--- src/design/ocm_pkg.sv ---
// Shared types and constants of the order crossover multiset core.
`default_nettype none
package ocm_pkg;

   localparam int DEF_MAX_GENES = 64;
   localparam int DEF_MAX_JOBS  = 16;

   localparam int CFG_W    = 7;
   localparam int OPCODE_W = 2;
   localparam int POS_W    = 6;
   localparam int JOB_W    = 4;
   localparam int CUT_W    = 6;
   localparam int OCC_W    = 6;

   localparam logic [CFG_W-1:0] DEF_GENOME_LENGTH = 7'd64;

   typedef enum logic [OPCODE_W-1:0] {
      OP_LOAD_ONE = 2'd0,
      OP_LOAD_TWO = 2'd1,
      OP_RUN      = 2'd2,
      OP_NONE     = 2'd3
   } opcode_type;

   typedef enum logic [2:0] {
      PH_IDLE,
      PH_CLEAR,
      PH_COUNT,
      PH_FILL,
      PH_EMIT
   } phase_type;

   typedef struct packed {
      phase_type phase;
      logic      issue_en;
      logic      accept;
   } ctrl_cmd_type;

   typedef struct packed {
      logic advance;
      logic pipe_empty;
      logic len_zero;
   } dp_status_type;

endpackage
`default_nettype wire

--- src/design/ocm_ctrl.sv ---
// Run sequencer: clear sweep, count pass, fill pass and emit pass.
`default_nettype none
module ocm_ctrl #(
   parameter int MAX_GENES = ocm_pkg::DEF_MAX_GENES,
   parameter int MAX_JOBS  = ocm_pkg::DEF_MAX_JOBS
) (
   input  wire logic                                   clock,
   input  wire logic                                   reset,
   input  wire logic                                   req_valid,
   input  wire logic [ocm_pkg::OPCODE_W-1:0]           req_opcode,
   input  wire ocm_pkg::dp_status_type                 status,
   input  wire logic [$clog2(MAX_GENES+1)-1:0]         run_len,
   output logic                                        req_ready,
   output ocm_pkg::ctrl_cmd_type                       cmd,
   output logic [$clog2((MAX_GENES > MAX_JOBS) ? MAX_GENES : MAX_JOBS)-1:0] step_idx
);
   import ocm_pkg::*;

   localparam int LEN_W  = $clog2(MAX_GENES + 1);
   localparam int STEP_W = $clog2((MAX_GENES > MAX_JOBS) ? MAX_GENES : MAX_JOBS);
   localparam int CMP_W  = (STEP_W > LEN_W) ? STEP_W : LEN_W;

   typedef enum logic [2:0] {
      S_IDLE,
      S_CLEAR,
      S_COUNT,
      S_FILL,
      S_EMIT
   } state_type;

   state_type         state_ff;
   logic              req_ready_ff;
   logic              issue_en_ff;
   logic [STEP_W-1:0] step_ff;

   logic accept;
   logic run_go;
   logic step_last;
   logic clear_last;

   assign accept     = req_valid && req_ready_ff;
   assign run_go     = accept && (opcode_type'(req_opcode) == OP_RUN) && !status.len_zero;
   assign step_last  = CMP_W'(step_ff) == (CMP_W'(run_len) - CMP_W'(1));
   assign clear_last = step_ff == STEP_W'(MAX_JOBS - 1);

   always_ff @(posedge clock) begin
      if (reset) begin
         state_ff     <= S_IDLE;
         req_ready_ff <= 1'b1;
         issue_en_ff  <= 1'b0;
         step_ff      <= '0;
      end else begin
         unique case (state_ff)
            S_IDLE: begin
               if (run_go) begin
                  state_ff     <= S_CLEAR;
                  req_ready_ff <= 1'b0;
                  step_ff      <= '0;
               end
            end
            S_CLEAR: begin
               if (clear_last) begin
                  state_ff    <= S_COUNT;
                  step_ff     <= '0;
                  issue_en_ff <= 1'b1;
               end else begin
                  step_ff <= step_ff + STEP_W'(1);
               end
            end
            S_COUNT, S_FILL, S_EMIT: begin
               if (issue_en_ff) begin
                  if (status.advance) begin
                     if (step_last) begin
                        issue_en_ff <= 1'b0;
                        step_ff     <= '0;
                     end else begin
                        step_ff <= step_ff + STEP_W'(1);
                     end
                  end
               end else if (status.pipe_empty) begin
                  // pass drained: open the next one
                  if (state_ff == S_COUNT) begin
                     state_ff    <= S_FILL;
                     issue_en_ff <= 1'b1;
                  end else if (state_ff == S_FILL) begin
                     state_ff    <= S_EMIT;
                     issue_en_ff <= 1'b1;
                  end else begin
                     state_ff     <= S_IDLE;
                     req_ready_ff <= 1'b1;
                  end
               end
            end
            default: begin
               state_ff     <= S_IDLE;
               req_ready_ff <= 1'b1;
               issue_en_ff  <= 1'b0;
            end
         endcase
      end
   end

   always_comb begin
      unique case (state_ff)
         S_IDLE:  cmd.phase = PH_IDLE;
         S_CLEAR: cmd.phase = PH_CLEAR;
         S_COUNT: cmd.phase = PH_COUNT;
         S_FILL:  cmd.phase = PH_FILL;
         S_EMIT:  cmd.phase = PH_EMIT;
         default: cmd.phase = PH_IDLE;
      endcase
   end

   assign cmd.issue_en = issue_en_ff;
   assign cmd.accept   = accept;
   assign req_ready    = req_ready_ff;
   assign step_idx     = step_ff;

endmodule
`default_nettype wire

--- src/design/ocm_dpath.sv ---
// Gene stores, count memories, two-stage pass pipeline and result register.
`default_nettype none
module ocm_dpath #(
   parameter int MAX_GENES = ocm_pkg::DEF_MAX_GENES,
   parameter int MAX_JOBS  = ocm_pkg::DEF_MAX_JOBS
) (
   input  wire logic                                   clock,
   input  wire logic                                   reset,
   input  wire logic                                   csr_wr_en,
   input  wire logic [ocm_pkg::CFG_W-1:0]              csr_wr_data,
   input  wire logic [ocm_pkg::OPCODE_W-1:0]           req_opcode,
   input  wire logic [ocm_pkg::POS_W-1:0]              req_position,
   input  wire logic [ocm_pkg::JOB_W-1:0]              req_job_id,
   input  wire logic [ocm_pkg::CUT_W-1:0]              req_cut_first,
   input  wire logic [ocm_pkg::CUT_W-1:0]              req_cut_second,
   input  wire ocm_pkg::ctrl_cmd_type                  cmd,
   input  wire logic [$clog2((MAX_GENES > MAX_JOBS) ? MAX_GENES : MAX_JOBS)-1:0] step_idx,
   input  wire logic                                   rsp_ready,
   output ocm_pkg::dp_status_type                      status,
   output logic [$clog2(MAX_GENES+1)-1:0]              run_len,
   output logic                                        rsp_valid,
   output logic [ocm_pkg::JOB_W-1:0]                   rsp_child_job,
   output logic [ocm_pkg::OCC_W-1:0]                   rsp_operation_index,
   output logic                                        rsp_last_gene,
   output logic                                        rsp_fill_short
);
   import ocm_pkg::*;

   localparam int GENE_W = $clog2(MAX_GENES);
   localparam int JIDX_W = $clog2(MAX_JOBS);
   localparam int LEN_W  = $clog2(MAX_GENES + 1);
   localparam int NEED_W = LEN_W;
   localparam int SUM_W  = LEN_W + 1;
   localparam int PC_W   = (POS_W > LEN_W) ? POS_W : LEN_W;
   localparam int JL_W   = $clog2(MAX_JOBS + 1);
   localparam int JC_W   = (JOB_W > JL_W) ? JOB_W : JL_W;
   localparam int CC_W   = (CUT_W > LEN_W) ? CUT_W : LEN_W;

   // configuration
   logic [CFG_W-1:0] genome_length_ff;
   logic [LEN_W-1:0] len_eff;
   logic [LEN_W-1:0] len_m1;

   // memories
   logic [JOB_W-1:0]  p1_mem    [MAX_GENES];
   logic [JOB_W-1:0]  p2_mem    [MAX_GENES];
   logic [JOB_W-1:0]  child_mem [MAX_GENES];
   logic [NEED_W-1:0] need_mem  [MAX_JOBS];
   logic [NEED_W-1:0] occ_mem   [MAX_JOBS];

   // run geometry
   logic [GENE_W-1:0] lo_ff;
   logic [GENE_W-1:0] hi_ff;
   logic [GENE_W-1:0] fill_start_ff;
   logic [GENE_W-1:0] c_ff;

   // pipeline
   logic              s1_valid_ff;
   logic [GENE_W-1:0] s1_addr_ff;
   logic [JOB_W-1:0]  p1_rd_ff;
   logic [JOB_W-1:0]  p2_rd_ff;
   logic [JOB_W-1:0]  child_rd_ff;
   logic              s2_valid_ff;
   logic [GENE_W-1:0] s2_addr_ff;
   logic [JOB_W-1:0]  s2_job_ff;
   logic [NEED_W-1:0] need_rd_ff;
   logic [NEED_W-1:0] occ_rd_ff;
   logic              fwd_valid_ff;
   logic [JIDX_W-1:0] fwd_idx_ff;
   logic [NEED_W-1:0] fwd_val_ff;

   // result register
   logic              rsp_valid_ff;
   logic [JOB_W-1:0]  rsp_child_job_ff;
   logic [OCC_W-1:0]  rsp_operation_index_ff;
   logic              rsp_last_gene_ff;
   logic              rsp_fill_short_ff;

   logic              accept_load_one;
   logic              accept_load_two;
   logic              accept_run;
   logic              load_ok;
   logic [GENE_W-1:0] load_addr;
   logic [GENE_W-1:0] cut_a;
   logic [GENE_W-1:0] cut_b;
   logic [GENE_W-1:0] seg_lo;
   logic [GENE_W-1:0] seg_hi;
   logic [LEN_W-1:0]  hi_p1;
   logic [GENE_W-1:0] fill_start;
   logic [SUM_W-1:0]  fill_sum;
   logic [GENE_W-1:0] gene_addr;
   logic              advance;
   logic              issue;
   logic [JOB_W-1:0]  s1_job;
   logic [JIDX_W-1:0] s1_jidx;
   logic [JIDX_W-1:0] s2_jidx;
   logic [NEED_W-1:0] cnt_raw;
   logic [NEED_W-1:0] cnt_cur;
   logic              in_seg;
   logic              take;
   logic              cnt_we;
   logic [NEED_W-1:0] cnt_wval;
   logic              emit;
   logic              clear_we;
   logic [JIDX_W-1:0] clear_idx;
   logic              child_we;
   logic [GENE_W-1:0] child_waddr;
   logic [JOB_W-1:0]  child_wdata;
   logic [GENE_W-1:0] c_next;

   // ---------------- configuration and length ----------------
   always_ff @(posedge clock) begin
      if (reset) begin
         genome_length_ff <= DEF_GENOME_LENGTH;
      end else if (csr_wr_en) begin
         genome_length_ff <= csr_wr_data;
      end
   end

   assign len_eff = (genome_length_ff > CFG_W'(MAX_GENES)) ? LEN_W'(MAX_GENES)
                                                           : LEN_W'(genome_length_ff);
   assign len_m1  = len_eff - LEN_W'(1);
   assign run_len = len_eff;

   // ---------------- request decode ----------------
   assign load_ok   = (PC_W'(req_position) < PC_W'(MAX_GENES)) &&
                      (JC_W'(req_job_id) < JC_W'(MAX_JOBS));
   assign load_addr = req_position[GENE_W-1:0];
   assign accept_load_one = cmd.accept && (opcode_type'(req_opcode) == OP_LOAD_ONE) && load_ok;
   assign accept_load_two = cmd.accept && (opcode_type'(req_opcode) == OP_LOAD_TWO) && load_ok;
   assign accept_run      = cmd.accept && (opcode_type'(req_opcode) == OP_RUN);

   // clamp both cuts to the last gene, then order them
   assign cut_a = (CC_W'(req_cut_first) > CC_W'(len_m1)) ? GENE_W'(len_m1)
                                                         : GENE_W'(req_cut_first);
   assign cut_b = (CC_W'(req_cut_second) > CC_W'(len_m1)) ? GENE_W'(len_m1)
                                                          : GENE_W'(req_cut_second);
   assign seg_lo     = (cut_a < cut_b) ? cut_a : cut_b;
   assign seg_hi     = (cut_a < cut_b) ? cut_b : cut_a;
   assign hi_p1      = LEN_W'(seg_hi) + LEN_W'(1);
   assign fill_start = (hi_p1 == len_eff) ? '0 : GENE_W'(hi_p1);

   // ---------------- issue address ----------------
   assign fill_sum = SUM_W'(fill_start_ff) + SUM_W'(step_idx[GENE_W-1:0]);

   always_comb begin
      if (cmd.phase == PH_FILL) begin
         gene_addr = (fill_sum >= SUM_W'(len_eff)) ? GENE_W'(fill_sum - SUM_W'(len_eff))
                                                   : GENE_W'(fill_sum);
      end else begin
         gene_addr = step_idx[GENE_W-1:0];
      end
   end

   // hold the whole pipeline while a result waits on a full output
   assign emit    = s2_valid_ff && (cmd.phase == PH_EMIT);
   assign advance = !(emit && rsp_valid_ff && !rsp_ready);
   assign issue   = cmd.issue_en && advance;

   // ---------------- stage 1 ----------------
   always_comb begin
      case (cmd.phase)
         PH_COUNT: s1_job = p1_rd_ff;
         PH_FILL:  s1_job = p2_rd_ff;
         default:  s1_job = child_rd_ff;
      endcase
   end

   assign s1_jidx = JIDX_W'(s1_job);

   // ---------------- stage 2 ----------------
   assign s2_jidx = JIDX_W'(s2_job_ff);
   assign cnt_raw = (cmd.phase == PH_EMIT) ? occ_rd_ff : need_rd_ff;
   // the previous word's count write lands in the same cycle as this read
   assign cnt_cur = (fwd_valid_ff && (fwd_idx_ff == s2_jidx)) ? fwd_val_ff : cnt_raw;
   assign in_seg  = (s2_addr_ff >= lo_ff) && (s2_addr_ff <= hi_ff);
   assign take    = s2_valid_ff && (cmd.phase == PH_FILL) && (c_ff != lo_ff) &&
                    (cnt_cur != '0);
   assign cnt_we  = (s2_valid_ff && (cmd.phase == PH_COUNT) && !in_seg) || take || emit;
   assign cnt_wval = take ? (cnt_cur - NEED_W'(1)) : (cnt_cur + NEED_W'(1));
   assign c_next  = (LEN_W'(c_ff) == len_m1) ? '0 : (c_ff + GENE_W'(1));

   assign clear_we  = cmd.phase == PH_CLEAR;
   assign clear_idx = step_idx[JIDX_W-1:0];

   always_comb begin
      child_we    = 1'b0;
      child_waddr = s2_addr_ff;
      child_wdata = s2_job_ff;
      if (advance && s2_valid_ff && (cmd.phase == PH_COUNT)) begin
         // segment genes copy parent one, the rest start as job zero
         child_we    = 1'b1;
         child_wdata = in_seg ? s2_job_ff : '0;
      end else if (advance && take) begin
         child_we    = 1'b1;
         child_waddr = c_ff;
      end
   end

   // ---------------- memories ----------------
   always_ff @(posedge clock) begin
      if (accept_load_one) begin
         p1_mem[load_addr] <= req_job_id;
      end
      if (accept_load_two) begin
         p2_mem[load_addr] <= req_job_id;
      end
      if (child_we) begin
         child_mem[child_waddr] <= child_wdata;
      end
      if (advance) begin
         p1_rd_ff    <= p1_mem[gene_addr];
         p2_rd_ff    <= p2_mem[gene_addr];
         child_rd_ff <= child_mem[gene_addr];
      end
   end

   always_ff @(posedge clock) begin
      if (clear_we) begin
         need_mem[clear_idx] <= '0;
      end else if (advance && cnt_we && (cmd.phase != PH_EMIT)) begin
         need_mem[s2_jidx] <= cnt_wval;
      end
      if (clear_we) begin
         occ_mem[clear_idx] <= '0;
      end else if (advance && cnt_we && (cmd.phase == PH_EMIT)) begin
         occ_mem[s2_jidx] <= cnt_wval;
      end
      if (advance) begin
         need_rd_ff <= need_mem[s1_jidx];
         occ_rd_ff  <= occ_mem[s1_jidx];
      end
   end

   // ---------------- pipeline control ----------------
   always_ff @(posedge clock) begin
      if (reset) begin
         s1_valid_ff  <= 1'b0;
         s2_valid_ff  <= 1'b0;
         fwd_valid_ff <= 1'b0;
      end else if (advance) begin
         s1_valid_ff  <= issue;
         s2_valid_ff  <= s1_valid_ff;
         fwd_valid_ff <= cnt_we;
      end
   end

   always_ff @(posedge clock) begin
      if (advance) begin
         s1_addr_ff <= gene_addr;
         s2_addr_ff <= s1_addr_ff;
         s2_job_ff  <= s1_job;
         fwd_idx_ff <= s2_jidx;
         fwd_val_ff <= cnt_wval;
      end
   end

   always_ff @(posedge clock) begin
      if (accept_run) begin
         lo_ff         <= seg_lo;
         hi_ff         <= seg_hi;
         fill_start_ff <= fill_start;
         c_ff          <= fill_start;
      end else if (advance && take) begin
         c_ff <= c_next;
      end
   end

   // ---------------- result register ----------------
   always_ff @(posedge clock) begin
      if (reset) begin
         rsp_valid_ff <= 1'b0;
      end else if (advance && emit) begin
         rsp_valid_ff <= 1'b1;
      end else if (rsp_ready) begin
         rsp_valid_ff <= 1'b0;
      end
   end

   always_ff @(posedge clock) begin
      if (advance && emit) begin
         rsp_child_job_ff       <= s2_job_ff;
         rsp_operation_index_ff <= OCC_W'(cnt_cur);
         rsp_last_gene_ff       <= LEN_W'(s2_addr_ff) == len_m1;
         rsp_fill_short_ff      <= c_ff != lo_ff;
      end
   end

   assign rsp_valid           = rsp_valid_ff;
   assign rsp_child_job       = rsp_child_job_ff;
   assign rsp_operation_index = rsp_operation_index_ff;
   assign rsp_last_gene       = rsp_last_gene_ff;
   assign rsp_fill_short      = rsp_fill_short_ff;

   assign status.advance    = advance;
   assign status.pipe_empty = !s1_valid_ff && !s2_valid_ff;
   assign status.len_zero   = len_eff == '0;

endmodule
`default_nettype wire

--- src/design/order_crossover_multiset_core.sv ---
// Load words are accepted back to back while idle.
// A run word starts a clearing sweep over the MAX_JOBS entries of the count memories,
// then count, fill and emit passes of len reads each through a two-stage memory
// pipeline, one gene a cycle while a waiting result does not hold the emit pass.
// Reset clears control state and sets the length to 64; gene stores stay undefined.
`default_nettype none
module order_crossover_multiset_core #(
   parameter int MAX_GENES = ocm_pkg::DEF_MAX_GENES,
   parameter int MAX_JOBS  = ocm_pkg::DEF_MAX_JOBS
) (
   input  wire logic                          clock,
   input  wire logic                          reset,
   input  wire logic                          csr_wr_en,
   input  wire logic [ocm_pkg::CFG_W-1:0]     csr_wr_data,
   input  wire logic                          req_valid,
   output logic                               req_ready,
   input  wire logic [ocm_pkg::OPCODE_W-1:0]  req_opcode,
   input  wire logic [ocm_pkg::POS_W-1:0]     req_position,
   input  wire logic [ocm_pkg::JOB_W-1:0]     req_job_id,
   input  wire logic [ocm_pkg::CUT_W-1:0]     req_cut_first,
   input  wire logic [ocm_pkg::CUT_W-1:0]     req_cut_second,
   output logic                               rsp_valid,
   input  wire logic                          rsp_ready,
   output logic [ocm_pkg::JOB_W-1:0]          rsp_child_job,
   output logic [ocm_pkg::OCC_W-1:0]          rsp_operation_index,
   output logic                               rsp_last_gene,
   output logic                               rsp_fill_short
);
   import ocm_pkg::*;

   localparam int LEN_W  = $clog2(MAX_GENES + 1);
   localparam int STEP_W = $clog2((MAX_GENES > MAX_JOBS) ? MAX_GENES : MAX_JOBS);

   ctrl_cmd_type      cmd;
   dp_status_type     status;
   logic [LEN_W-1:0]  run_len;
   logic [STEP_W-1:0] step_idx;

   ocm_ctrl #(
      .MAX_GENES (MAX_GENES),
      .MAX_JOBS  (MAX_JOBS)
   ) u_ctrl (
      .clock      (clock),
      .reset      (reset),
      .req_valid  (req_valid),
      .req_opcode (req_opcode),
      .status     (status),
      .run_len    (run_len),
      .req_ready  (req_ready),
      .cmd        (cmd),
      .step_idx   (step_idx)
   );

   ocm_dpath #(
      .MAX_GENES (MAX_GENES),
      .MAX_JOBS  (MAX_JOBS)
   ) u_dpath (
      .clock               (clock),
      .reset               (reset),
      .csr_wr_en           (csr_wr_en),
      .csr_wr_data         (csr_wr_data),
      .req_opcode          (req_opcode),
      .req_position        (req_position),
      .req_job_id          (req_job_id),
      .req_cut_first       (req_cut_first),
      .req_cut_second      (req_cut_second),
      .cmd                 (cmd),
      .step_idx            (step_idx),
      .rsp_ready           (rsp_ready),
      .status              (status),
      .run_len             (run_len),
      .rsp_valid           (rsp_valid),
      .rsp_child_job       (rsp_child_job),
      .rsp_operation_index (rsp_operation_index),
      .rsp_last_gene       (rsp_last_gene),
      .rsp_fill_short      (rsp_fill_short)
   );

   // only the emit pass may hold the pipeline
   a_stall_in_emit : assert property (@(posedge clock) disable iff (reset)
      !status.advance |-> (cmd.phase == PH_EMIT))
      else $error("pipeline held outside the emit pass");

   // no gene is issued while new words are taken
   a_no_issue_idle : assert property (@(posedge clock) disable iff (reset)
      cmd.issue_en |-> !req_ready)
      else $error("gene issued while accepting words");

   // the pass pipeline is drained whenever the core is ready
   a_idle_drained : assert property (@(posedge clock) disable iff (reset)
      req_ready |-> (status.pipe_empty && (cmd.phase == PH_IDLE)))
      else $error("ready with words still in the pipeline");

endmodule
`default_nettype wire
--- config.mk ---
export PLATFORM = sky130hd
export DESIGN_NAME = order_crossover_multiset_core
export DESIGN_NICKNAME = d
export VERILOG_FILES = /design/src/design/ocm_pkg.sv /design/src/design/ocm_ctrl.sv /design/src/design/ocm_dpath.sv /design/src/design/order_crossover_multiset_core.sv
export SDC_FILE = /design/constraint.sdc
export NUM_CORES = 2
export LEC_CHECK = 0
export ABC_AREA = 1
export BUFFER_PORTS_ARGS = -buffer_cell sky130_fd_sc_hd__buf_2
export CAP_MARGIN = 10
export CORE_MARGIN = 2
export CORE_UTILIZATION = 63
export DETAILED_ROUTE_END_ITERATION = 8
export PLACE_DENSITY = 0.8
export SLEW_MARGIN = 0
export SYNTH_ARGS = -nofsm -noshare
export SYNTH_HDL_FRONTEND = slang
export SYNTH_SLANG_ARGS = --single-unit
--- constraint.sdc ---
create_clock -name clock -period 7 [get_ports clock]
set_input_delay 0.7 -clock clock [delete_from_list [all_inputs] [get_ports clock]]
set_output_delay 0.7 -clock clock [all_outputs]
set_load 0.01 [all_outputs]
==> results.txt <==
- Worst path setup slack after routing: 0.8301 ns
- Number of clock sinks: roughly 1,100
- Entering global routing, the biggest net connects 160 pins.
- Setup repair after global routing left no endpoint under its margin.
- The final count of pins violating max slew was 0.
- In this run the cell area measured after placement is slightly below 50,000 sq um.
- After clock tree synthesis, the flow added hold-fix buffers numbering 0.
- Summed over all nets, the switching power comes to 6.470 mW.
- Number of port buffers: between 40 and 50
- Peak Freq: approximately 160 MHz
* DP HPWL: approximately 67,000 microns
- The share of total power dissipated in the clock network is ~30%.
- Most frequent standard cell in the layout excluding fill and tap cells: sky130_fd_sc_hd__edfxtp_1
* Cell depth of the worst hold path: 3
- Post-CTS timing repair inserted 0 buffers for setup.
- Worst min-delay path class: input pin to flip-flop
- Clock-pin slew was measured on the worst setup and hold paths at roughly 0.06 ns.
- STA classifies the critical path startpoint as a flip-flop.
- Worst R2R Setup Slack: just over 0.8 ns
- RR Endpoint: u_dpath.c_ff[1]
- Along the worst path, the maximum fanout reaches 23.
- Diode insertion count for antenna repair: 0
- Power share of the sequential group: a little over two fifths
- In this run the horizontal extent of the chip is 278.8 microns.
- Area of the core: ~75,000 sq um
* Period utilisation layout: between 80% and 90%
* Post-placement worst setup slack: 0.9279 ns
- The first global-routing pass estimated 174,200 microns of wire.
- Global routing consumed, over all layers together, slightly below 30% of the routing resources.
- Across the VDD grid, the largest voltage drop is ~0.26 mV.
* Floorplan row count: 100
* Maximum clock skew at final layout: roughly 0.045 ns
- Setup-failing EPs final: 0
* Latest clock arrival within the worst-skew pair: between 0.6 and 0.7 ns
* Launch instance of the worst register-to-register path: u_dpath.genome_length_ff[4]
* Seq/Total Area, Yosys: about 69%
- Post-Synthesis Cell Area: about 48,000 sq um
* Max stage delay cell, worst path: sky130_fd_sc_hd__dfxtp_1
- DR pass1 iterations: 6
- The clock passes through at most 3 buffers.
- RePlAce Congestion: just under 0.9
* DRC violations left: 0
* Worst EP required: approximately 7.4 ns
* DIE HEIGHT: between 200 and 300 microns
- Leakage power: 17.28 nW
* Die area: 77,720 sq um
* Initial antenna violation count: 0
- CTS buffer count: approximately 110
- The total overflow left after global routing is 0.
- CP max stage delay: 0.36 ns
- Antenna violation net count after detailed routing: 0
- Start-to-end type of the worst setup path: flip-flop to flip-flop
* Post-layout minimum cycle time: 6.170 ns
- Vias per Instance: about 6.3
* Vias: 31,930
- Combinational logic burns ~28% of the power.
- Result of the run: complete, no violations
* Origin of the worst setup path: u_dpath.genome_length_ff[4]
- At the worst endpoint, the arrival time is around 6.6 ns.
* TritonCTS clock tree: yes
- H-tree lvl count: 3
- In the final layout, the share of cells above drive strength 1 is a little under 10%.
- Proportion of register bits with asynchronous set or reset after synthesis: 0%
* Signed area change from the synthesized netlist to the final layout: 10.10%
- Kind of capture point of the worst setup path: flip-flop
- Root Buffer Master: sky130_fd_sc_hd__clkbuf_16
* Total wirelength of the detailed-routed design: between 100,000 and 150,000 microns
* Setup TNS Final: 0 ns
* Power Density: about 360 nW/um^2
* Number of violations of the max-capacitance limit: 0
- Number of global-route vias before repair: a little over 30,000
* Internal power of the cells: 12.59 mW
- Once the floorplan was initialized, standard cells occupied 63.79% of the core.
- The number of nets in the synthesized netlist is around 4,100.
- Hold path startpoint: csr_wr_data[3]
- Number of distinct library cells after synthesis: 54
- The library cells used most frequently in the layout, excluding fill and tap cells, are 1,081 x sky130_fd_sc_hd__edfxtp_1, 880 x sky130_fd_sc_hd__nor2_1, 323 x sky130_fd_sc_hd__o21ai_0, 266 x sky130_fd_sc_hd__nand2_1, 233 x sky130_fd_sc_hd__nand3_1.
- Worst-Margin Slew: ~1.2 ns
* Hold Slack: roughly 0.27 ns
- Measured in cells, the most critical reg-to-reg path has a length of 36.
- Measured against its own limit, the worst slew margin works out to around 22%.
- Hold path endpoint: u_dpath.genome_length_ff[3]
* Syn. warnings: 0
- After synthesis, the mean cell area works out to ~12 sq um.
- Post-synth EDFFs: roughly 1,100
* 1st-iter DRT viols: slightly above 4,000
- Counting every instance in the synthesized netlist gives 3,974.
- Commonest register cell after synthesis: sky130_fd_sc_hd__edfxtp_1
- Post-CTS sizing: 0
* Count of nets after finishing: approximately 4,100
- Switching share of power: around 34%
- Dividing the detail-routed wire length by the instance count gives about 23 microns.
- Total non-filler cell area in the finished layout: around 52,000 sq um
- The final hold violation count is 0.
- 50 I/O pins were placed.
* Crit-path most repeated cell: sky130_fd_sc_hd__nand2_1
- Synthesis inferred approximately 1,100 register bits.
-- metrics by stage --
step                power (mW)  std cells  utilization (%)
global route             19.86       5029            70.23
floorplan                11.65       3974                -
CTS                      19.02       5026            70.19
global placement         13.29       4827            65.55
detailed placement       13.39       4827            65.55
finish                   19.06       5029            70.23
-- registers in the layout, summed over array words and instances (netlist names), 6 cells and up --
name and cells:
u_dpath.fill_start_ff 6, u_dpath.s2_addr_ff 6, u_dpath.occ_rd_ff 7, u_dpath.child_mem 256
u_dpath.hi_ff 6, u_dpath.occ_mem 112, u_dpath.need_rd_ff 7, u_dpath.p2_mem 256
u_dpath.genome_length_ff 7, u_dpath.c_ff 6, u_dpath.fwd_val_ff 7, u_dpath.lo_ff 6
u_ctrl.step_idx 6, u_dpath.rsp_operation_index 6, u_dpath.need_mem 112, u_dpath.p1_mem 256
u_dpath.s1_addr_ff 6
-- kinds of logic after synthesis --
kind of cell / Yosys count / share of synthesized area (%)
and+or+nand+nor: 1534 / 13.61
buffers and inverters: 399 / 3.196
muxes: 3 / 0.06313
DFF: 1103 / 69.17
xor gates and xnor gates: 35 / 0.6445
AOI/OAI and AO/OA: 853 / 12.03
adders and majority gates: 47 / 1.284
-- critical path: cells and delay by family, from the launching register on --
kind / cells / cell delay [ns]
buffers and inverters: 2 / 0.21
adder cells (fa/ha/maj): 4 / 1.28
flip-flops: 1 / 0.36
AND/OR/NAND/NOR: 25 / 3.40
XOR/XNOR: 1 / 0.17
AO/OA/AOI/OAI: 4 / 0.49
-- power groups by stage --
stage	Sequential, mW	Combinational, mW	Clock, mW
after floorplan	8.03	3.62	0
after global placement	8.07	5.21	0
after detailed placement	8.07	5.31	0
after CTS	7.94	5.37	5.71
after global routing	7.96	5.93	5.98
final	7.94	5.43	5.69
-- cell usage after synthesis (all sizes together) (3+ instances only) --
master	count	area share [%]
or2	60	0.79
nor4	3	0.039
nand3	244	2.7
xnor2	8	0.15
a221oi	3	0.055
o32ai	96	1.8
clkbuf	207	1.6
nand3b	4	0.063
o211ai	155	2.4
inv	170	1.3
nor3	36	0.39
a21o	4	0.063
edfxtp	1081	68
fa	3	0.13
ha	44	1.2
o21bai	100	1.6
xor2	27	0.50
dfxtp	22	0.93
nand2	289	2.5
nand4	6	0.079
a21oi	44	0.47
o22ai	6	0.079
o21a	5	0.079
o21ai	331	3.5
mux2i	3	0.063
buf	20	0.20
nor2	890	7.1
o311ai	96	1.8
-- worst max-delay path by stage --
stage	end	slack, ns	cells after the start
4_1_cts	u_dpath.c_ff[1]	0.89	36
3_3_place_gp	u_dpath.c_ff[1]	1.02	36
3_5_place_dp	u_dpath.c_ff[1]	0.93	36
5_1_grt	u_dpath.c_ff[1]	0.27	36
6_report	u_dpath.c_ff[1]	0.83	36
2_1_floorplan	u_dpath.c_ff[1]	1.67	38
-- per-layer routing --
metal | vias to the layer above | routed length, microns | global-route usage [%]
met5 | - | 0 | 0
met4 | 0 | 3988 | 10.41
met3 | 262 | 10030 | 4.527
met2 | 1665 | 54840 | 47.52
met1 | 15440 | 44370 | 39.73
li1 | 14560 | - | -
-- cell type report --
cell class	instances	area, sq um
inverter	172	664.4
sequential	1103	32900
tap	969	1212
timing repair buffer	114	875.8
fill	4904	22200
clock inverter	66	633.1
multi-input combinational	2472	13250
clock buffer	133	2828
No activity file was read; power rests on OpenSTA's default activity.
